$ cat config.mk
export PLATFORM = sky130hd
export DESIGN_NAME = fixed_width_bit_packer_flat
export DESIGN_NICKNAME = d
export VERILOG_FILES = /design/src/rtl/core/bpk_pkg.sv /design/src/rtl/core/bpk_if.sv /design/src/rtl/core/bpk_front.sv /design/src/rtl/core/bpk_queue.sv /design/src/rtl/core/bpk_back.sv /design/src/rtl/core/fixed_width_bit_packer.sv /design/src/flat_wrapper.sv
export SDC_FILE = /design/constraint.sdc
export NUM_CORES = 1
export LEC_CHECK = 0
export ABC_AREA = 1
export BUFFER_PORTS_ARGS = -buffer_cell sky130_fd_sc_hd__buf_2
export CAP_MARGIN = 20
export CORE_ASPECT_RATIO = 1.75
export CORE_MARGIN = 2
export CORE_UTILIZATION = 35
export DETAILED_ROUTE_END_ITERATION = 7
export HOLD_SLACK_MARGIN = 0.05
export SYNTH_ARGS = -nofsm -noshare
export SYNTH_HDL_FRONTEND = slang
export SYNTH_SLANG_ARGS = --single-unit
$ cat constraint.sdc
create_clock -name clock -period 5.25 [get_ports clock]
set_input_delay 0.2625 -clock clock [delete_from_list [all_inputs] [get_ports clock]]
set_output_delay 0.2625 -clock clock [all_outputs]
set_load 0.005 [all_outputs]
$ cat src/rtl/core/bpk_pkg.sv
// -----------------------------------------------------------------------------
// bpk_pkg: shared types and constants for the fixed-width bit packer
// Field sizes, queue entry layout, register codes and the field width function.
// -----------------------------------------------------------------------------
package bpk_pkg;

   localparam int VALUE_BITS_DEFAULT = 22;
   localparam int MAG_BITS           = 21;
   localparam int FIELD_BITS         = MAG_BITS + 1;
   localparam int WIDTH_BITS         = $clog2(FIELD_BITS + 1);
   localparam int BYTE_BITS          = 8;
   localparam int PEND_BITS          = BYTE_BITS - 1;
   localparam int ACC_BITS           = PEND_BITS + FIELD_BITS;
   localparam int CNT_BITS           = $clog2(ACC_BITS + 1);
   localparam int QUEUE_DEPTH        = 2;
   localparam int QUEUE_PTR_BITS     = $clog2(QUEUE_DEPTH);
   localparam int QUEUE_COUNT_BITS   = $clog2(QUEUE_DEPTH + 1);
   localparam int CSR_ADDR_BITS      = 3;
   localparam int CSR_DATA_BITS      = 32;

   localparam logic [MAG_BITS-1:0] MAG_RESET = MAG_BITS'(1000);

   // register index, taken from paddr[2]
   localparam logic REG_MAX_MAGNITUDE = 1'b0;

   typedef struct packed {
      logic [FIELD_BITS-1:0] field;
      logic [WIDTH_BITS-1:0] width;
      logic                  eov;
   } bpk_entry_type;

   typedef struct packed {
      logic [QUEUE_COUNT_BITS-1:0] count;
      logic                        full;
      logic                        push;
      logic                        pop;
   } bpk_queue_status_type;

   // sign bit plus bit length of the magnitude; 1 for zero
   function automatic logic [WIDTH_BITS-1:0] field_width(input logic [MAG_BITS-1:0] mag);
      logic [WIDTH_BITS-1:0] w;
      w = WIDTH_BITS'(1);
      for (int i = 0; i < MAG_BITS; i++) begin
         if (mag[i]) begin
            w = WIDTH_BITS'(i + 2);
         end
      end
      return w;
   endfunction

endpackage

$ cat src/rtl/core/bpk_if.sv
// -----------------------------------------------------------------------------
// bpk_if: request and response channel interfaces
// Valid/ready channels carrying the packer's request and output byte.
// -----------------------------------------------------------------------------
interface bpk_req_if #(
   parameter int VALUE_BITS = bpk_pkg::VALUE_BITS_DEFAULT
);
   logic                         valid;
   logic                         ready;
   logic signed [VALUE_BITS-1:0] value;
   logic                         end_of_vector;

   modport source (output valid, output value, output end_of_vector, input ready);
   modport sink   (input valid, input value, input end_of_vector, output ready);
endinterface

interface bpk_rsp_if;
   logic                           valid;
   logic                           ready;
   logic [bpk_pkg::BYTE_BITS-1:0]  packed_byte;
   logic                           last_byte;

   modport source (output valid, output packed_byte, output last_byte, input ready);
   modport sink   (input valid, input packed_byte, input last_byte, output ready);
endinterface

$ cat src/rtl/core/bpk_front.sv
// -----------------------------------------------------------------------------
// bpk_front: register port and request intake
// Holds max_magnitude and the derived field width; trims each request value
// to the field width and hands it to the queue.
// -----------------------------------------------------------------------------
module bpk_front #(
   parameter int VALUE_BITS = bpk_pkg::VALUE_BITS_DEFAULT
) (
   input  logic                               clock,
   input  logic                               reset,
   bpk_req_if.sink                            req_bus,
   input  logic                               csr_psel,
   input  logic                               csr_penable,
   input  logic                               csr_pwrite,
   input  logic [bpk_pkg::CSR_ADDR_BITS-1:0]  csr_paddr,
   input  logic [bpk_pkg::CSR_DATA_BITS-1:0]  csr_pwdata,
   output logic [bpk_pkg::CSR_DATA_BITS-1:0]  csr_prdata,
   output logic                               csr_pready,
   input  logic                               queue_full,
   output logic                               push_valid,
   output bpk_pkg::bpk_entry_type             push_entry
);

   localparam int EXT_BITS = (VALUE_BITS > bpk_pkg::FIELD_BITS) ? VALUE_BITS
                                                                : bpk_pkg::FIELD_BITS;

   logic [bpk_pkg::MAG_BITS-1:0]   max_mag_ff;
   logic [bpk_pkg::WIDTH_BITS-1:0] width_ff;
   logic                           csr_write;
   logic signed [EXT_BITS-1:0]     value_ext;
   logic [bpk_pkg::FIELD_BITS-1:0] field_mask;

   assign csr_write  = csr_psel && csr_penable && csr_pwrite &&
                       (csr_paddr[2] == bpk_pkg::REG_MAX_MAGNITUDE);
   assign csr_pready = 1'b1;
   assign csr_prdata = (csr_paddr[2] == bpk_pkg::REG_MAX_MAGNITUDE)
                       ? bpk_pkg::CSR_DATA_BITS'(max_mag_ff) : '0;

   always_ff @(posedge clock) begin
      if (reset) begin
         max_mag_ff <= bpk_pkg::MAG_RESET;
         width_ff   <= bpk_pkg::field_width(bpk_pkg::MAG_RESET);
      end else if (csr_write) begin
         max_mag_ff <= csr_pwdata[bpk_pkg::MAG_BITS-1:0];
         width_ff   <= bpk_pkg::field_width(csr_pwdata[bpk_pkg::MAG_BITS-1:0]);
      end
   end

   // sign-extend narrow values, then keep the low width bits
   assign value_ext  = EXT_BITS'(req_bus.value);
   assign field_mask = ~({bpk_pkg::FIELD_BITS{1'b1}} << width_ff);

   assign req_bus.ready    = !queue_full;
   assign push_valid       = req_bus.valid;
   assign push_entry.field = value_ext[bpk_pkg::FIELD_BITS-1:0] & field_mask;
   assign push_entry.width = width_ff;
   assign push_entry.eov   = req_bus.end_of_vector;

endmodule

$ cat src/rtl/core/bpk_queue.sv
// -----------------------------------------------------------------------------
// bpk_queue: short request queue between intake and byte emitter
// -----------------------------------------------------------------------------
module bpk_queue (
   input  logic                          clock,
   input  logic                          reset,
   input  logic                          push_valid,
   input  bpk_pkg::bpk_entry_type        push_entry,
   input  logic                          pop,
   output bpk_pkg::bpk_entry_type        head_entry,
   output logic                          head_valid,
   output bpk_pkg::bpk_queue_status_type status
);

   bpk_pkg::bpk_entry_type                 mem_ff [bpk_pkg::QUEUE_DEPTH];
   logic [bpk_pkg::QUEUE_PTR_BITS-1:0]     wr_ptr_ff;
   logic [bpk_pkg::QUEUE_PTR_BITS-1:0]     rd_ptr_ff;
   logic [bpk_pkg::QUEUE_COUNT_BITS-1:0]   count_ff;
   logic                                   full;
   logic                                   push;
   logic                                   pop_fire;

   assign full     = (count_ff == bpk_pkg::QUEUE_COUNT_BITS'(bpk_pkg::QUEUE_DEPTH));
   assign push     = push_valid && !full;
   assign pop_fire = pop && (count_ff != '0);

   always_ff @(posedge clock) begin
      if (push) begin
         mem_ff[wr_ptr_ff] <= push_entry;
      end
   end

   always_ff @(posedge clock) begin
      if (reset) begin
         wr_ptr_ff <= '0;
         rd_ptr_ff <= '0;
         count_ff  <= '0;
      end else begin
         if (push) begin
            wr_ptr_ff <= wr_ptr_ff + 1'b1;
         end
         if (pop_fire) begin
            rd_ptr_ff <= rd_ptr_ff + 1'b1;
         end
         if (push && !pop_fire) begin
            count_ff <= count_ff + 1'b1;
         end else if (pop_fire && !push) begin
            count_ff <= count_ff - 1'b1;
         end
      end
   end

   assign head_entry   = mem_ff[rd_ptr_ff];
   assign head_valid   = (count_ff != '0);
   assign status.count = count_ff;
   assign status.full  = full;
   assign status.push  = push;
   assign status.pop   = pop_fire;

endmodule

$ cat src/rtl/core/bpk_back.sv
// -----------------------------------------------------------------------------
// bpk_back: bit accumulator and byte emitter
// Merges queued fields into pending bits, emits one byte per cycle while rsp
// ready holds, MSB first; pads and flags the final byte on end of vector.
// -----------------------------------------------------------------------------
module bpk_back (
   input  logic                    clock,
   input  logic                    reset,
   input  bpk_pkg::bpk_entry_type  head_entry,
   input  logic                    head_valid,
   output logic                    pop,
   output logic                    busy,
   bpk_rsp_if.source               rsp_bus
);

   localparam int ACC  = bpk_pkg::ACC_BITS;
   localparam int CNT  = bpk_pkg::CNT_BITS;
   localparam int BYTE = bpk_pkg::BYTE_BITS;

   logic [ACC-1:0]  acc_ff,   acc_in;
   logic [CNT-1:0]  cnt_ff,   cnt_in;   // valid bits at the bottom of acc
   logic            eov_ff,   eov_in;
   logic            valid_ff, valid_in;
   logic [BYTE-1:0] byte_ff,  byte_in;
   logic            last_ff,  last_in;

   logic            has_bytes;
   logic            has_flush;
   logic            slot_free;
   logic            step;
   logic            done;
   logic [CNT-1:0]  rem;
   logic [CNT-1:0]  base_cnt;
   logic [ACC-1:0]  shifted;
   logic [BYTE-1:0] tail_bits;
   logic [BYTE-1:0] byte_val;

   always_comb begin
      has_bytes = (cnt_ff >= CNT'(BYTE));
      has_flush = eov_ff && (cnt_ff != '0);
      busy      = has_bytes || has_flush;
      slot_free = !valid_ff || rsp_bus.ready;
      step      = busy && slot_free;
      rem       = has_bytes ? (cnt_ff - CNT'(BYTE)) : '0;
      shifted   = acc_ff >> rem;
      tail_bits = acc_ff[BYTE-1:0];
      // flush pads the remaining bits with zeros below them
      byte_val  = has_bytes ? shifted[BYTE-1:0]
                            : (tail_bits << (CNT'(BYTE) - cnt_ff));
      done      = (rem < CNT'(BYTE)) && !(eov_ff && (rem != '0));
      pop       = head_valid && (!busy || (step && done));
      base_cnt  = busy ? rem : cnt_ff;
   end

   always_comb begin
      acc_in   = acc_ff;
      cnt_in   = cnt_ff;
      eov_in   = eov_ff;
      valid_in = valid_ff;
      byte_in  = byte_ff;
      last_in  = last_ff;
      if (pop) begin
         acc_in = (acc_ff << head_entry.width) | ACC'(head_entry.field);
         cnt_in = base_cnt + CNT'(head_entry.width);
         eov_in = head_entry.eov;
      end else if (step) begin
         cnt_in = rem;
         eov_in = done ? 1'b0 : eov_ff;
      end
      if (step) begin
         valid_in = 1'b1;
         byte_in  = byte_val;
         last_in  = eov_ff && (rem == '0);
      end else if (rsp_bus.ready) begin
         valid_in = 1'b0;
      end
   end

   always_ff @(posedge clock) begin
      acc_ff  <= acc_in;
      byte_ff <= byte_in;
      last_ff <= last_in;
      if (reset) begin
         cnt_ff   <= '0;
         eov_ff   <= 1'b0;
         valid_ff <= 1'b0;
      end else begin
         cnt_ff   <= cnt_in;
         eov_ff   <= eov_in;
         valid_ff <= valid_in;
      end
   end

   assign rsp_bus.valid       = valid_ff;
   assign rsp_bus.packed_byte = byte_ff;
   assign rsp_bus.last_byte   = last_ff;

endmodule

$ cat src/rtl/core/fixed_width_bit_packer.sv
// -----------------------------------------------------------------------------
// fixed_width_bit_packer: MSB-first packer of signed fixed-width fields
// Each request value is trimmed to 1 + bitlen(max_magnitude) bits and
// appended to a bit stream that leaves as bytes, first bit in bit 7.
//
//   channel   | dir | handshake          | payload
//   ----------+-----+--------------------+-----------------------------------
//   req_bus   | in  | valid/ready        | value (signed), end_of_vector
//   rsp_bus   | out | valid/ready        | packed_byte, last_byte
//   csr_*     | in  | APB write, pready=1| max_magnitude at byte address 0
//
// Flow: one byte leaves per cycle while rsp ready holds; fields of 8 bits
//   or less are taken at one per cycle, but an end-of-vector flush holds
//   intake for its padded byte; wider fields load the next request as their
//   last byte leaves. A request passes queue entry, field load, byte register.
// Reset: synchronous, active high; clears the queue, pending bits and
//   output valid, and loads max_magnitude = 1000 (field width 11).
// Stalls: the 2-entry queue decouples intake from the emitter. While the
//   output register waits on rsp ready the emitter holds its bytes but still
//   loads a queued field when fewer than 8 bits are pending and no flush waits.
// -----------------------------------------------------------------------------
module fixed_width_bit_packer #(
   parameter int VALUE_BITS = bpk_pkg::VALUE_BITS_DEFAULT
) (
   input  logic                               clock,
   input  logic                               reset,
   bpk_req_if.sink                            req_bus,
   bpk_rsp_if.source                          rsp_bus,
   input  logic                               csr_psel,
   input  logic                               csr_penable,
   input  logic                               csr_pwrite,
   input  logic [bpk_pkg::CSR_ADDR_BITS-1:0]  csr_paddr,
   input  logic [bpk_pkg::CSR_DATA_BITS-1:0]  csr_pwdata,
   output logic [bpk_pkg::CSR_DATA_BITS-1:0]  csr_prdata,
   output logic                               csr_pready
);

   logic                          push_valid;
   bpk_pkg::bpk_entry_type        push_entry;
   bpk_pkg::bpk_entry_type        head_entry;
   logic                          head_valid;
   logic                          pop;
   logic                          back_busy;
   bpk_pkg::bpk_queue_status_type q_status;

   // front: register port, request intake, field trimming
   bpk_front #(
      .VALUE_BITS (VALUE_BITS)
   ) u_front (
      .clock       (clock),
      .reset       (reset),
      .req_bus     (req_bus),
      .csr_psel    (csr_psel),
      .csr_penable (csr_penable),
      .csr_pwrite  (csr_pwrite),
      .csr_paddr   (csr_paddr),
      .csr_pwdata  (csr_pwdata),
      .csr_prdata  (csr_prdata),
      .csr_pready  (csr_pready),
      .queue_full  (q_status.full),
      .push_valid  (push_valid),
      .push_entry  (push_entry)
   );

   // queue: trimmed fields with their width and end-of-vector mark
   bpk_queue u_queue (
      .clock      (clock),
      .reset      (reset),
      .push_valid (push_valid),
      .push_entry (push_entry),
      .pop        (pop),
      .head_entry (head_entry),
      .head_valid (head_valid),
      .status     (q_status)
   );

   // back: accumulator and byte emitter; loads the next field in the same
   // cycle its last byte goes out, so the emitter does not idle between fields
   bpk_back u_back (
      .clock      (clock),
      .reset      (reset),
      .head_entry (head_entry),
      .head_valid (head_valid),
      .pop        (pop),
      .busy       (back_busy),
      .rsp_bus    (rsp_bus)
   );

   // emitter never takes from an empty queue
   assert property (@(posedge clock) disable iff (reset)
      pop && !head_valid |-> !q_status.pop)
      else $error("pop taken from empty queue");

   // idle emitter always takes a waiting request
   assert property (@(posedge clock) disable iff (reset)
      (q_status.count != '0) && !back_busy |-> q_status.pop)
      else $error("emitter idle with request waiting");

   // queue occupancy tracks push and pop
   assert property (@(posedge clock) disable iff (reset)
      q_status.push && !q_status.pop |=> q_status.count == $past(q_status.count) + 1'b1)
      else $error("queue count missed a push");

   assert property (@(posedge clock) disable iff (reset)
      q_status.pop && !q_status.push |=> q_status.count == $past(q_status.count) - 1'b1)
      else $error("queue count missed a pop");

endmodule
$ cat src/flat_wrapper.sv
// flat-port wrapper written by rule: the top's interface ports become plain ports
module fixed_width_bit_packer_flat 
#(
   parameter int VALUE_BITS = bpk_pkg::VALUE_BITS_DEFAULT
)
  (clock, reset, csr_psel, csr_penable, csr_pwrite, csr_paddr, csr_pwdata, csr_prdata, csr_pready, req_bus_valid, req_bus_value, req_bus_end_of_vector, req_bus_ready, rsp_bus_valid, rsp_bus_packed_byte, rsp_bus_last_byte, rsp_bus_ready);
  bpk_req_if #(.VALUE_BITS(VALUE_BITS)) req_bus_i ();
  bpk_rsp_if rsp_bus_i ();
  input  logic clock;
  input  logic reset;
  input  logic csr_psel;
  input  logic csr_penable;
  input  logic csr_pwrite;
  input  logic [bpk_pkg::CSR_ADDR_BITS-1:0] csr_paddr;
  input  logic [bpk_pkg::CSR_DATA_BITS-1:0] csr_pwdata;
  output logic [bpk_pkg::CSR_DATA_BITS-1:0] csr_prdata;
  output logic csr_pready;
  input wire logic [$bits(req_bus_i.valid)-1:0] req_bus_valid;
  input wire logic [$bits(req_bus_i.value)-1:0] req_bus_value;
  input wire logic [$bits(req_bus_i.end_of_vector)-1:0] req_bus_end_of_vector;
  output wire logic [$bits(req_bus_i.ready)-1:0] req_bus_ready;
  output wire logic [$bits(rsp_bus_i.valid)-1:0] rsp_bus_valid;
  output wire logic [$bits(rsp_bus_i.packed_byte)-1:0] rsp_bus_packed_byte;
  output wire logic [$bits(rsp_bus_i.last_byte)-1:0] rsp_bus_last_byte;
  input wire logic [$bits(rsp_bus_i.ready)-1:0] rsp_bus_ready;
  assign req_bus_i.valid = req_bus_valid;
  assign req_bus_i.value = req_bus_value;
  assign req_bus_i.end_of_vector = req_bus_end_of_vector;
  assign req_bus_ready = req_bus_i.ready;
  assign rsp_bus_valid = rsp_bus_i.valid;
  assign rsp_bus_packed_byte = rsp_bus_i.packed_byte;
  assign rsp_bus_last_byte = rsp_bus_i.last_byte;
  assign rsp_bus_i.ready = rsp_bus_ready;
  fixed_width_bit_packer #(.VALUE_BITS(VALUE_BITS)) u_core (.clock(clock), .reset(reset), .req_bus(req_bus_i), .rsp_bus(rsp_bus_i), .csr_psel(csr_psel), .csr_penable(csr_penable), .csr_pwrite(csr_pwrite), .csr_paddr(csr_paddr), .csr_pwdata(csr_pwdata), .csr_prdata(csr_prdata), .csr_pready(csr_pready));
endmodule
# Word level (Yosys, flattened, before mapping)
# Memories as Yosys holds them, arrays and structs flattened. A register that Yosys moved wholly into a read port is not among the register bits.
# Cells that the tools add are included.
# Widths: inputs -> output; s select.
[word_totals] out_inout_bits=44 ram_bits=56 n_memories=1 reg_bits=75 elab_cells=100
[op_classes] n_reduce_logical=32 n_shift=4 order_cmp=2 eq_ne=1 add_sub_neg=7 bitwise_logic=4 n_mux=38
[memory_table] name="u_core.u_queue.mem_ff" words=2 word_bits=28 rd=1 rd_clocked_by_memory_dff=1 wr=1 line="bpk_queue.sv:15" rtl="bpk_pkg::bpk_entry_type mem_ff [bpk_pkg::QUEUE_DEPTH];"
[ops] op="$mux 5" count=24
[ops] op="$or 29x22->29" count=1
[ops] op="$shl 29x5->29" count=1
[ops] op="$shr 29x5->8" count=1
[ops] op="$and 22x22->22" count=1
[ops] op="$not 22->22" count=1
[ops] op="$shl 22x5->22 const A" count=1
[ops] op="$mux 21" count=1
[ops] op="$logic_and 1x1->1" count=14
[ops] op="$reduce_bool 2->1" count=5
[ops] op="$reduce_bool 5->1" count=2
[ops] op="$mux 1" count=9
[ops] op="$mux 8" count=1
[ops] op="$shl 8x5->8" count=1
[ops] op="$logic_not 1->1" count=6
[ops] op="$mux 2" count=3
[ops] op="$add 5x5->5" count=1
[ops] op="$ge 5x4->1 const B" count=1
[ops] op="$logic_not 5->1" count=1
[ops] op="$lt 5x4->1 const B" count=1
[ops] op="$sub 4x5->5 const A" count=1
[ops] op="$sub 5x4->5 const B" count=1
[ops] op="$logic_or 1x1->1" count=3
[ops] op="$add 1x1->1 const B" count=2
[ops] op="5 further kinds" count=5

# Depth between registers and ports, before layout
[depth] word_depth=21 ltp_mapped=22

# Modules after synthesis
# Synthesis repeated with hierarchy kept, for this count alone.
[hier_totals] hier_cells=1181 area_unflattened_um2=9029.9
[by_module_without_submodules] mod="bpk_back" n_inst=1 cells_per_inst=787 area_per_inst_um2=5013.6
[by_module_without_submodules] mod="bpk_queue" n_inst=1 cells_per_inst=128 area_per_inst_um2=2396.0
[by_module_without_submodules] mod="bpk_front" n_inst=1 cells_per_inst=266 area_per_inst_um2=1620.3

# Worst setup path before layout
# Ideal clock, no wire load.
[synth_timing] path_type="register -> register" startpoint="register u_core.u_back.cnt_ff[0]" endpoint="register u_core.u_queue.count_ff[1] (netlist bit)" stages_incl_launch_ff=18 setup_time_ns=0.122 required_ns=5.128 arrival_time_ns=2.789 setup_slack_ns=2.339 cell_sequence="dfxtp_1 > clkbuf_1 > inv_1 > ha_1 > nand2_2 > inv_1 > a31oi_2 > nor2_1 > nor2_2 > nand4_1 > nand2_1 > nand2_2 > buf_4 > ha_1 > a21oi_1 > o21ai_0 > o21ai_0 > a21oi_1"
[synth_via] word_cells_on_any_way=22
[synth_lines] element="start: declaration" line="bpk_back.sv:21" rtl="logic [CNT-1:0] cnt_ff, cnt_in;"
[synth_lines] element="start signal: assignment" line="bpk_back.sv:88" rtl="cnt_ff <= cnt_in;"
[synth_lines] element="parallel branches: the longest is 2 deep, another holds $ge 5x4->1"
[synth_lines] element="$logic_or 1x1->1 (*)" line="bpk_back.sv:41" rtl="busy = has_bytes || has_flush;"
[synth_lines] element="$logic_and 1x1->1 (*)" line="bpk_back.sv:43" rtl="step = busy && slot_free;"
[synth_lines] element="via u_core.u_back.step" line="bpk_back.sv:30" rtl="logic step;"
[synth_lines] element="$logic_and 1x1->1 (*)" line="bpk_back.sv:51" rtl="pop = head_valid && (!busy || (step && done));"
[synth_lines] element="$logic_or 1x1->1 (*)" line="bpk_back.sv:51"
[synth_lines] element="$logic_and 1x1->1 (*)" line="bpk_back.sv:51"
[synth_lines] element="$logic_and 1x1->1 (*)" line="bpk_queue.sv:25" rtl="assign pop_fire = pop && (count_ff != '0);"
[synth_lines] element="$logic_not 1->1" line="bpk_queue.sv:45" rtl="if (push && !pop_fire) begin"
[synth_lines] element="$logic_and 1x1->1" line="bpk_queue.sv:45"
[synth_lines] element="$mux 2 / $reduce_bool 2->1 (equally long branches)"
[synth_lines] element="end signal: assignment" line="bpk_queue.sv:46" rtl="count_ff <= count_ff + 1'b1;"
[synth_lines] element="end signal: assignment" line="bpk_queue.sv:48" rtl="count_ff <= count_ff - 1'b1;"
[synth_lines] element="end: declaration" line="bpk_queue.sv:18" rtl="logic [bpk_pkg::QUEUE_COUNT_BITS-1:0] count_ff;"
# Mark *: on every way through the listed nets, which the timed path passes.
# A chain may end at the register's enable or synchronous reset.

# Worst setup path in the final report
[layout_timing] startpoint="register u_core.u_back.cnt_ff[0]" endpoint="register u_core.u_back.cnt_ff[3]"
[layout_via] word_cells_on_any_way=21
[layout_lines] element="parallel branches: the longest is 2 deep, another holds $ge 5x4->1"
[layout_lines] element="$logic_or 1x1->1 (*)" line="bpk_back.sv:41"
[layout_lines] element="$logic_and 1x1->1 (*)" line="bpk_back.sv:43"
[layout_lines] element="via u_core.u_back.step" line="bpk_back.sv:30"
[layout_lines] element="$logic_and 1x1->1" line="bpk_back.sv:51"
[layout_lines] element="$logic_or 1x1->1" line="bpk_back.sv:51"
[layout_lines] element="$logic_and 1x1->1" line="bpk_back.sv:51"
[layout_lines] element="$mux 5 / $reduce_bool 2->1 (equally long branches)"
# Mark *: on every way through the listed nets, which the timed path passes. The select of a mux whose other input is x is not followed.

==> PnR_summary.wiki <==
{| class="wikitable"
! Metric !! Value
|-
| Maximum resistive drop on vdd || 0.000199 V
|-
| Clock tree skew after final layout || 0.0159 ns
|-
| Power density of the placed cells || 569 nW/um^2
|-
| Total of flip-flops plus latches after synthesis || 132
|-
| Die Width || 121 microns
|-
| Final wirelength || 23.6 mm
|-
| Initial core utilization || 0.356
|-
| Via count || 7,519
|-
| Worst slew margin relative to its limit || 0.415
|-
| Via count of the first global-routing pass || 7,434
|-
| Number of antenna violations at the first check in global routing || 0
|-
| Number of detailed-route iterations in the first pass || 6
|-
| Worst endpoint required time || 5.62 ns
|-
| Post-CTS repair timing setup buffer count || 0
|-
| Placement Cell Area || 8930 sq um
|-
| Number of filler instances in the final layout || 2,460
|-
| Sequential Area || 3580 sq um
|-
| FFs w/ async S/R, synth || 0
|-
| Worst min-delay path class || primary input to flip-flop
|-
| Area of all placed cells without fillers || 9520 sq um
|-
| Fraction of post-synthesis cell area in the top cell type by area || 0.338
|-
| Primary FF master, synth || sky130_fd_sc_hd__edfxtp_1
|-
| Number of buffers added by the clock tree synthesis step || 17
|-
| Floorplan Core Area || 23,400 sq um
|-
| Most instantiated library cell after synthesis || sky130_fd_sc_hd__nand2_1
|-
| Footprint of the multi-input gates || 3890 sq um
|-
| Root Buffer || sky130_fd_sc_hd__clkbuf_16
|-
| Number of warnings printed during yosys synthesis || 0
|-
| Top area cells in the synthesized netlist || sky130_fd_sc_hd__edfxtp_1 (34%), sky130_fd_sc_hd__nand2_1 (12%), sky130_fd_sc_hd__dfxtp_1 (9.1%)
|-
| Full die area || 25,100 sq um
|-
| Overflow left after global routing || 0
|-
| Count of final max-slew check failures || 0
|-
| Global-route wire length before repair || 37.4 mm
|-
| Overall fraction of global-route tracks in use || 0.192
|-
| Largest buffer count on any clock path || 2
|-
| CP Data Arrival Time || 3.93 ns
|-
| Achievable frequency || 0.281 GHz
|-
| Sequential share of the synthesized area || 0.430
|-
| Pin count of the biggest net entering global routing || 42
|-
| Transition time at the pin with the least slew margin || 0.876 ns
|-
| Post-Syn Area || 8340 sq um
|-
| Critical path startpoint category || flip-flop
|-
| Clock network latency to the later pin of the worst-skew pair || 0.43 ns
|-
| Final min period || 3.55 ns
|-
| Maximum level of the CTS H-tree || 4
|-
| CTS tree || done
|-
| Post-route clock period utilization || 0.677
|-
| Setup violations, final || 0
|-
| Area added between synthesis and finish || 14.1%
|-
| Share of post-route cells with drive strength above 1 || 0.137
|-
| Count of mapped cells out of synthesis || 1,120
|-
| First-iteration detailed-routing DRC count || 339
|-
| Number of max-cap violations || 0
|-
| Estimated wirelength of the detail-placed design || 18.7 mm
|-
| Unique cell type count in the Yosys netlist || 50
|-
| Number of flops mapped to enable cells by yosys || 94
|-
| Inserted Diodes || 0
|-
| Residual antenna-violating net count after detailed routing || 0
|-
| Biggest fanout along the worst timing path || 33
|-
| Outcome || completed
|-
| Kind of end point of the critical path || flip-flop
|-
| Routability cong. || 0.929
|-
| Via-per-instance ratio || 5.03
|-
| Unrepaired setup endpoints after global routing || no
|-
| Cell taking the most area after synthesis || sky130_fd_sc_hd__edfxtp_1
|-
| Avg Synthesized Cell Area || 7.45 sq um
|-
| Total clock sinks || 132
|-
| Hold violation total from the final report || 0
|-
| Port Buf Inserts || 83
|-
| Clock-pin slew on the worst setup and hold paths || 0.07 ns
|-
| DR DRC count || 0
|-
| Top-level port count || 109
|-
| Setup TNS Final || 0 ns
|-
| Number of nets at the end of the flow || 1,252
|-
| Critical setup path kind || flip-flop to flip-flop
|-
| Core utilization of the finished layout || 0.406
|-
| Most frequent cells after synthesis || sky130_fd_sc_hd__nand2_1 (272), sky130_fd_sc_hd__inv_1 (134), sky130_fd_sc_hd__nor2_1 (105), sky130_fd_sc_hd__o21ai_1 (96), sky130_fd_sc_hd__edfxtp_1 (94)
|-
| Routed length per instance || 15.8 microns
|-
| Die Y-Extent || 208 microns
|-
| Number of placement rows || 74
|-
| Leak pwr || 4.13 nW
|}
cell families (layout without fill, tap and decap cells):
family | count (synthesis) | in the layout | synth area share
AO/OA/AOI/OAI | 301 | 301 | 0.208
XOR/XNOR | 6 | 6 | 0.00630
adder cells (fa/ha/maj) | 8 | 8 | 0.0129
buffers and inverters | 214 | 276 | 0.111
flip-flops | 132 | 132 | 0.430
multiplexers | 14 | 14 | 0.0168
other | 2 | 12 | 0.000900
AND/OR/NAND/NOR | 443 | 443 | 0.215
critical path, cell delays in order, from the launching register on:
cell and delay (ns):
sky130_fd_sc_hd__dfxtp_1 0.63, sky130_fd_sc_hd__inv_1 0.18, sky130_fd_sc_hd__ha_1 0.26, sky130_fd_sc_hd__nand2_2 0.11, sky130_fd_sc_hd__inv_1 0.08, sky130_fd_sc_hd__a31oi_2 0.21, sky130_fd_sc_hd__nor2_1 0.12, sky130_fd_sc_hd__nor2_2 0.48
sky130_fd_sc_hd__nand4_1 0.21, sky130_fd_sc_hd__nand2_1 0.12, sky130_fd_sc_hd__nand2_2 0.16, sky130_fd_sc_hd__inv_2 0.55, sky130_fd_sc_hd__nand2_1 0.12, sky130_fd_sc_hd__o211ai_1 0.12, sky130_fd_sc_hd__nand2_1 0.07, sky130_fd_sc_hd__inv_1 0.07
per-layer routing:
metal	routed length, microns	GRT usage	up-vias
met5	0	0	-
met4	1820	0.150	0
met3	696	0.0315	85
met2	12800	0.361	187
met1	8220	0.177	3384
li1	-	-	3863
metrics by stage:
stage          power, mW  hold slack, ns  worst slack (ns)  cells
2_1_floorplan       3.52           0.361              2.34   1130
3_3_place_gp        4.25           0.443              1.69   1463
3_5_place_dp        4.26           0.453              1.66   1463
4_1_cts             5.44          0.0650              1.61   1496
5_1_grt             5.84          0.0970              1.28   1496
6_report            5.42          0.0861              1.70   1496
flip-flops by register name (all words and copies together) (netlist names), named ones only:
register	cells
u_core.u_back.eov_ff	1
u_core.u_front.width_ff	5
u_core.u_back.rsp_bus.last_byte	1
u_core.u_back.acc_ff	29
u_core.u_queue.count_ff	2
u_core.u_back.rsp_bus.valid	1
u_core.u_queue.rd_ptr_ff	1
u_core.u_back.cnt_ff	5
u_core.u_front.max_mag_ff	21
u_core.u_queue.wr_ptr_ff	1
u_core.u_queue.mem_ff	56
u_core.u_back.rsp_bus.packed_byte	8
worst paths after layout:
path                            start                           end  slack [ns]  cells past startpoint
max           u_core.u_back.cnt_ff[0]       u_core.u_back.cnt_ff[3]        1.70                     15
min                     csr_pwdata[3]  u_core.u_front.max_mag_ff[3]        0.09                      3
max reg2reg   u_core.u_back.cnt_ff[0]       u_core.u_back.cnt_ff[3]        1.70                     15
min reg2reg  u_core.u_queue.rd_ptr_ff                     flip-flop        0.45                      1
power by group:
group          switching (mW)  total (mW)  internal, mW
clock                   0.480        1.17         0.685
sequential              0.177        1.67          1.49
combinational            1.76        2.58         0.819
final cells by class:
cell class / instances / share of cell area
Tap cell: 304 / 0.0400
Inverter: 144 / 0.0571
Timing Repair Buffer: 100 / 0.0573
Clock inverter: 13 / 0.0130
Clock buffer: 19 / 0.0477
Multi-Input combinational cell: 784 / 0.408
Sequential cell: 132 / 0.376
placed cells by master (no fill, tap or decap), types with 4 or more instances in the layout:
cell type                   synthesis  final
sky130_fd_sc_hd__a21oi_1           45     45
sky130_fd_sc_hd__a31oi_1            4      4
sky130_fd_sc_hd__buf_2             10     83
sky130_fd_sc_hd__buf_4             15     16
sky130_fd_sc_hd__clkbuf_16          0     18
sky130_fd_sc_hd__conb_1             2     12
sky130_fd_sc_hd__dfxtp_1           38     38
sky130_fd_sc_hd__edfxtp_1          94     94
sky130_fd_sc_hd__ha_1               7      7
sky130_fd_sc_hd__inv_1            134    134
sky130_fd_sc_hd__inv_2              9      9
sky130_fd_sc_hd__inv_6              0      4
sky130_fd_sc_hd__mux2i_1           14     14
sky130_fd_sc_hd__nand2_1          272    272
sky130_fd_sc_hd__nand3_1           37     37
sky130_fd_sc_hd__nor2_1           105    103
sky130_fd_sc_hd__nor3b_1            4      4
sky130_fd_sc_hd__o2111ai_1          5      5
sky130_fd_sc_hd__o211ai_1          32     32
sky130_fd_sc_hd__o21ai_0           81     80
sky130_fd_sc_hd__o21ai_1           96     94
sky130_fd_sc_hd__o21ai_2            3      6
sky130_fd_sc_hd__o221ai_1           8      8
sky130_fd_sc_hd__o22ai_1           14     14
sky130_fd_sc_hd__or2_2              5      5
sky130_fd_sc_hd__xor2_1             6      6
timing repair:
action / 4_1_cts / 5_1_grt
hold endpoints to repair: 2 / 0
resized for setup: 0 / 0
hold buffers: 1 / 0
Note: power is estimated with default switching activity, not from simulation.
